--- src/hdl/olid_pkg.sv ---
package olid_pkg;

  localparam int CAPACITY = 16;
  localparam int DATA_W   = 32;
  localparam int OP_W     = 2;
  localparam int STAT_W   = 2;

  localparam logic [OP_W-1:0] OP_FRONT  = 2'd0;
  localparam logic [OP_W-1:0] OP_BACK   = 2'd1;
  localparam logic [OP_W-1:0] OP_DELETE = 2'd2;

  localparam logic [STAT_W-1:0] STATUS_DONE      = 2'd0;
  localparam logic [STAT_W-1:0] STATUS_NOT_FOUND = 2'd1;
  localparam logic [STAT_W-1:0] STATUS_FULL      = 2'd2;

endpackage

--- src/hdl/olid_ram.sv ---
module olid_ram #(
  parameter int WIDTH = olid_pkg::DATA_W,
  parameter int DEPTH = olid_pkg::CAPACITY
) (
  input  logic                     clk,
  input  logic                     we,
  input  logic [$clog2(DEPTH)-1:0] waddr,
  input  logic [WIDTH-1:0]         wdata,
  input  logic                     re,
  input  logic [$clog2(DEPTH)-1:0] raddr,
  output logic [WIDTH-1:0]         rdata
);

  logic [WIDTH-1:0] mem [DEPTH];

  always_ff @(posedge clk) begin
    if (we) begin
      mem[waddr] <= wdata;
    end
    if (re) begin
      rdata <= mem[raddr];
    end
  end

endmodule

--- src/hdl/ordered_list_insert_delete_core.sv ---
// Channel | Ports                                              | Direction
// in      | in_valid in_stall in_opcode in_value               | request word in
// out     | out_valid out_stall out_status out_entry_count     | result word out
//
// An insert's result is registered at the accept edge.
// Delete scans one entry a cycle from the front, then compacts the tail one
// entry a cycle through the single RAM read port.
// Synchronous active-low reset empties the list; entries are not cleared.
// A new word is taken only when idle and the result register is free or draining.
module ordered_list_insert_delete_core #(
  parameter int CAPACITY = olid_pkg::CAPACITY
) (
  input  logic                                  clk,
  input  logic                                  rst_n,
  input  logic                                  in_valid,
  output logic                                  in_stall,
  input  logic [olid_pkg::OP_W-1:0]             in_opcode,
  input  logic signed [olid_pkg::DATA_W-1:0]    in_value,
  output logic                                  out_valid,
  input  logic                                  out_stall,
  output logic [olid_pkg::STAT_W-1:0]           out_status,
  output logic [$clog2(CAPACITY+1)-1:0]         out_entry_count
);

  localparam int CNT_W  = $clog2(CAPACITY + 1);
  localparam int ADDR_W = $clog2(CAPACITY);
  localparam int DW     = olid_pkg::DATA_W;

  typedef enum logic [1:0] {ST_IDLE, ST_SCAN, ST_SHIFT} state_t;

  state_t                        state_r, state_nxt;
  logic [ADDR_W-1:0]             head_r, head_nxt;
  logic [CNT_W-1:0]              count_r, count_nxt;
  logic [DW-1:0]                 value_r, value_nxt;
  logic [CNT_W-1:0]              rd_idx_r, rd_idx_nxt;
  logic [CNT_W-1:0]              cmp_idx_r, cmp_idx_nxt;
  logic                          pend_r, pend_nxt;
  logic                          out_valid_r, out_valid_nxt;
  logic [olid_pkg::STAT_W-1:0]   out_status_r, out_status_nxt;
  logic [CNT_W-1:0]              out_count_r, out_count_nxt;

  logic                          ram_we;
  logic [ADDR_W-1:0]             ram_waddr;
  logic [DW-1:0]                 ram_wdata;
  logic                          ram_re;
  logic [ADDR_W-1:0]             ram_raddr;
  logic [DW-1:0]                 ram_rdata;

  logic                          in_accept;
  logic                          full;
  logic [ADDR_W-1:0]             head_dec;

  function automatic logic [ADDR_W-1:0] phys(input logic [ADDR_W-1:0] hd,
                                             input logic [CNT_W-1:0] k);
    logic [CNT_W:0] s;
    s = (CNT_W+1)'(hd) + (CNT_W+1)'(k);
    if (s >= (CNT_W+1)'(CAPACITY)) begin
      s = s - (CNT_W+1)'(CAPACITY);
    end
    return s[ADDR_W-1:0];
  endfunction

  assign in_stall  = (state_r != ST_IDLE) || (out_valid_r && out_stall);
  assign in_accept = in_valid && !in_stall;
  assign full      = (count_r == CNT_W'(CAPACITY));
  assign head_dec  = (head_r == '0) ? ADDR_W'(CAPACITY - 1) : head_r - ADDR_W'(1);

  assign out_valid       = out_valid_r;
  assign out_status      = out_status_r;
  assign out_entry_count = out_count_r;

  always_comb begin
    state_nxt      = state_r;
    head_nxt       = head_r;
    count_nxt      = count_r;
    value_nxt      = value_r;
    rd_idx_nxt     = rd_idx_r;
    cmp_idx_nxt    = cmp_idx_r;
    pend_nxt       = pend_r;
    out_valid_nxt  = out_valid_r;
    out_status_nxt = out_status_r;
    out_count_nxt  = out_count_r;
    ram_we         = 1'b0;
    ram_waddr      = phys(head_r, cmp_idx_r - CNT_W'(1));
    ram_wdata      = ram_rdata;
    ram_re         = 1'b0;
    ram_raddr      = phys(head_r, rd_idx_r);

    if (out_valid_r && !out_stall) begin
      out_valid_nxt = 1'b0;
    end

    case (state_r)
      ST_IDLE: begin
        if (in_accept) begin
          out_valid_nxt  = 1'b1;
          out_status_nxt = olid_pkg::STATUS_DONE;
          out_count_nxt  = count_r;
          case (in_opcode)
            olid_pkg::OP_FRONT: begin
              if (full) begin
                out_status_nxt = olid_pkg::STATUS_FULL;
              end else begin
                ram_we        = 1'b1;
                ram_waddr     = head_dec;
                ram_wdata     = in_value;
                head_nxt      = head_dec;
                count_nxt     = count_r + CNT_W'(1);
                out_count_nxt = count_r + CNT_W'(1);
              end
            end
            olid_pkg::OP_BACK: begin
              if (full) begin
                out_status_nxt = olid_pkg::STATUS_FULL;
              end else begin
                ram_we        = 1'b1;
                ram_waddr     = phys(head_r, count_r);
                ram_wdata     = in_value;
                count_nxt     = count_r + CNT_W'(1);
                out_count_nxt = count_r + CNT_W'(1);
              end
            end
            olid_pkg::OP_DELETE: begin
              if (count_r == '0) begin
                out_status_nxt = olid_pkg::STATUS_NOT_FOUND;
              end else begin
                out_valid_nxt = 1'b0;
                value_nxt     = in_value;
                rd_idx_nxt    = '0;
                pend_nxt      = 1'b0;
                state_nxt     = ST_SCAN;
              end
            end
            default: ;
          endcase
        end
      end

      ST_SCAN: begin
        if (pend_r && (ram_rdata == value_r)) begin
          rd_idx_nxt = cmp_idx_r + CNT_W'(1);
          pend_nxt   = 1'b0;
          state_nxt  = ST_SHIFT;
        end else if (pend_r && (cmp_idx_r == count_r - CNT_W'(1))) begin
          pend_nxt       = 1'b0;
          out_valid_nxt  = 1'b1;
          out_status_nxt = olid_pkg::STATUS_NOT_FOUND;
          out_count_nxt  = count_r;
          state_nxt      = ST_IDLE;
        end else if (rd_idx_r < count_r) begin
          ram_re      = 1'b1;
          rd_idx_nxt  = rd_idx_r + CNT_W'(1);
          cmp_idx_nxt = rd_idx_r;
          pend_nxt    = 1'b1;
        end else begin
          pend_nxt = 1'b0;
        end
      end

      ST_SHIFT: begin
        // move entry cmp_idx down by one
        if (pend_r) begin
          ram_we = 1'b1;
        end
        if (rd_idx_r < count_r) begin
          ram_re      = 1'b1;
          rd_idx_nxt  = rd_idx_r + CNT_W'(1);
          cmp_idx_nxt = rd_idx_r;
          pend_nxt    = 1'b1;
        end else begin
          pend_nxt = 1'b0;
          if (!pend_r) begin
            count_nxt      = count_r - CNT_W'(1);
            out_valid_nxt  = 1'b1;
            out_status_nxt = olid_pkg::STATUS_DONE;
            out_count_nxt  = count_r - CNT_W'(1);
            state_nxt      = ST_IDLE;
          end
        end
      end

      default: begin
        state_nxt = ST_IDLE;
      end
    endcase
  end

  always_ff @(posedge clk) begin
    if (!rst_n) begin
      state_r     <= ST_IDLE;
      head_r      <= '0;
      count_r     <= '0;
      pend_r      <= 1'b0;
      out_valid_r <= 1'b0;
    end else begin
      state_r     <= state_nxt;
      head_r      <= head_nxt;
      count_r     <= count_nxt;
      pend_r      <= pend_nxt;
      out_valid_r <= out_valid_nxt;
    end
  end

  always_ff @(posedge clk) begin
    value_r      <= value_nxt;
    rd_idx_r     <= rd_idx_nxt;
    cmp_idx_r    <= cmp_idx_nxt;
    out_status_r <= out_status_nxt;
    out_count_r  <= out_count_nxt;
  end

  olid_ram #(
    .WIDTH (DW),
    .DEPTH (CAPACITY)
  ) u_ram (
    .clk   (clk),
    .we    (ram_we),
    .waddr (ram_waddr),
    .wdata (ram_wdata),
    .re    (ram_re),
    .raddr (ram_raddr),
    .rdata (ram_rdata)
  );

endmodule

--- config.mk ---
export PLATFORM = sky130hd
export DESIGN_NAME = ordered_list_insert_delete_core
export DESIGN_NICKNAME = d
export VERILOG_FILES = /design/src/hdl/olid_pkg.sv /design/src/hdl/olid_ram.sv /design/src/hdl/ordered_list_insert_delete_core.sv
export SDC_FILE = /design/constraint.sdc
export NUM_CORES = 1
export LEC_CHECK = 0
export ABC_AREA = 1
export BUFFER_PORTS_ARGS = -buffer_cell sky130_fd_sc_hd__buf_2
export CAP_MARGIN = 20
export CELL_PAD_IN_SITES_DETAIL_PLACEMENT = 1
export CELL_PAD_IN_SITES_GLOBAL_PLACEMENT = 1
export CORE_MARGIN = 1.5
export CORE_UTILIZATION = 55
export CTS_CLUSTER_DIAMETER = 100
export DETAILED_ROUTE_END_ITERATION = 16
export GPL_TIMING_DRIVEN = 1
export PLACE_DENSITY = 0.85
export SLEW_MARGIN = 0
export SYNTH_ARGS = -nofsm -noshare
export SYNTH_HDL_FRONTEND = slang
export SYNTH_SLANG_ARGS = --single-unit
--- constraint.sdc ---
create_clock -name clk -period 8 [get_ports clk]
set_input_delay 1.6 -clock clk [delete_from_list [all_inputs] [get_ports clk]]
set_output_delay 1.6 -clock clk [all_outputs]
set_load 0.1 [all_outputs]
==> results.cfg <==
[logic_synthesis]
ys_seq_elements = 606
synth_warnings = 0
synth_nets = 2099
avgSynthCellArea_um2 = 12.7
synth_area_leaders = edfxtp_1 69%, mux2i_1 5.0%, o21ai_0 4.6%
netlist_instances = 2035
syn-cell-area_mm2 = 0.0259
synth_cell_types = 45
ys_seq_area_share_pct = 69.8
synth_top_area_share_pct = 68.8
yosys.area.top_type = edfxtp_1

[clocking]
clockRootBuffer = clkbuf_16
clk_path_buf_depth = 3
cts_resized = 0
htreeDepth = 2
clock_latency_ns = 0.65
cts_made_buffers = 59
clkTransAtPathRegs_ns = 0.07
cts.sinks = 606
hold_buffers = 0
cts_tree = built
post_cts_buffers = 0

[sta]
tns_ns = 0
fin_crit_ns = 4.99
fmax_ghz = 0.201
rsz0062_at_grt = no
finalSetupViolCount = 0
layout_worst_path_cycle_share_pct = 62.3
worstMarginPinSlew_ns = 1.35
finalClockSkew_ns = 0.0253
drv_slew = 0
fin_ws_ns = 3.01
hold_viol_final = 0
slew_headroom_pct = 9.72

[drt]
drc = 0
drtIter0Drc = 1646
routed_wl_mm = 73.7
vias = 16878
avgRoutedWirePerCell_um = 26.9
first_pass_iters = 5
postRouteAntennaNets = 0
vias_per_cell = 6.17

[worst_setup_path]
critical_path_required_ns = 8.29
cpPeakStageDelay_ns = 0.62
worstPathArrival_ns = 5.27
crit_chain = buf_2, nand2_1, nand3_1, nor2_4, buf_4, inv_2, a22o_1, nor2_2, nand2_1, nor2_4, buf_4
critPathSlowestCell = nor2_4
worst_setup_path_start_kind = input pin
critical_path.endpoint_type = flop
cp_max_fo = 56
crit_type = input pin to flop

[final_layout]
fin_area_mm2 = 0.0289
fin_nets = 2146
drive_above_1_share_pct = 10.8
antenna_cells = 0
final_util_pct = 62.1
final_cell_count_no_fill = 2737
syn2layout_area_growth_pct = 11.5

[global_route]
overflow = 0
antenna_found_initial = 0
grt_pass1_vias = 17880
grt_start_max_net_pins = 229
grtUsageTotal_pct = 30.9
grt_pass1_wl_mm = 109

[floorplan]
die-height_um = 220
die_x_um = 220
die_area_mm2 = 0.0484
design.core.area_mm2 = 0.0465
rows = 79
start_util_pct = 55.7
ios = 47

[placement]
place.gp.congestion = 0.852
dpl_cell_area_mm2 = 0.0268
dp_slack_ns = 2.48
portBuffers = 46
dp_cells = 2615
hpwlAfterDp_mm = 41.1

[power]
comb_power_share_pct = 38.1
switching_share_pct = 39.8
clkPwrFrac_pct = 24.6
vdd.ir_drop.worst_mv = 0.440
power.density_mw_per_mm2 = 391
switching_power_mw = 4.49
seq_power_share_pct = 37.3
p_int_mw = 6.79
power.leakage_nw = 10.5

[flow_run]
cap_viol_max_count = 0

[hold_path]
hold_path_class = flop to flop

[run_status]
status = completed
==> routing by layer <==
metal / wire length (µm) / global-route usage (%)
met1: 28200 / 37.9
met2: 37500 / 52.7
met3: 4300 / 4.87
met4: 3740 / 16.5
met5: 0 / 0
==> sequential cells by signal, indices dropped and copies added (netlist names), 4 cells and up <==
register         count
count_r              5
value_r             32
u_ram.rdata         32
out_entry_count      5
rd_idx_r             5
u_ram.mem          512
cmp_idx_r            5
head_r               4
==> through the flow <==
stage                     power [mW]  hold WS (ns)
after global routing            11.7         0.553
after floorplan                 7.11         0.471
final                           11.3         0.525
after global placement          8.04         0.488
after CTS                       11.2         0.526
after detailed placement        8.35         0.513
==> power by group through the flow <==
stage	logic (mW)	registers (mW)	clock network, mW
6_report	4.30	4.21	2.78
5_1_grt	4.61	4.23	2.89
4_1_cts	4.20	4.21	2.79
3_5_place_dp	4.07	4.27	0
3_3_place_gp	3.79	4.25	0
2_1_floorplan	2.75	4.37	0
==> cells in the final DEF, fill, tap and decap left out, drive strengths merged, types with 33 or more instances in the layout <==
cell type	n
o21ai	240
inv	229
nor2	56
o211ai	65
buf	90
clkinv	37
mux2i	128
edfxtp	593
a21oi	183
nand3	38
a31oi	33
nand2	272
clkbuf	64
==> Yosys cell counts <==
master    number
edfxtp_1     593
nand2_1      270
o21ai_0      237
inv_1        219
a21oi_1      182
mux2i_1      128
o211ai_1      64
clkbuf_1      56
nor2_1        49
nand3_1       34
a31oi_1       33
buf_2         23
ha_1          23
buf_6         18
xor2_1        17
dfxtp_1       13
xnor2_1       12
inv_2         10
nand4_1        6
nor2_2         5
nor3_1         4
o221ai_1       4
buf_1          3
buf_4          3
fa_1           3
nand3_2        3
o22ai_1        3
nor2_4         2
o21ai_2        2
a211oi_1       1
a21o_1         1
a21oi_2        1
a22o_1         1
a22oi_1        1
clkbuf_2       1
clkinv_1       1
nand2_2        1
nand2_4        1
nand3_4        1
nor4_1         1
o211ai_2       1
o21ai_1        1
or2_2          1
xnor2_2        1
xor2_2         1
==> worst max-delay path: cells and delay by family <==
kind	cells	cell delay, ns
simple gates	6	1.62
buf+inv	4	1.61
compound gates	1	0.37
==> final cells by class <==
type,count,area [µm²]
sequential,606,18100
fill,4521,17600
multi-input combinational,1095,6570
clock buffer,64,1500
inverter,230,865
tap,607,759
timing repair buffer,90,699
clock inverter,45,402
==> final timing paths <==
kind,startpoint,end,slack (ns),cells past startpoint
worst min-delay path,state_r[0]$_SDFFE_PN0P_,state_r[0]$_SDFFE_PN0P_,0.52,2
worst min register to register,state_r[0]$_SDFFE_PN0P_,state_r[0]$_SDFFE_PN0P_,0.52,2
worst max-delay path,out_stall,u_ram.mem[3][18]$_DFFE_PP_,3.01,11
worst max register to register,count_r[1]$_SDFFE_PN0P_,u_ram.mem[3][18]$_DFFE_PP_,3.28,12
==> cell families (layout without fill, tap and decap cells) <==
| family | after synthesis | count (layout) | share of synthesized area, % |
|---|---|---|---|
| and+or+nand+nor | 378 | 378 | 6.01 |
| xor gates and xnor gates | 31 | 31 | 1.11 |
| adders and majority gates | 26 | 26 | 1.34 |
| muxes | 128 | 128 | 4.95 |
| buffers and inverters | 334 | 429 | 5.53 |
| DFF | 606 | 606 | 69.8 |
| AOI/OAI and AO/OA | 532 | 532 | 11.3 |
No activity file was read; power rests on OpenSTA's default activity.
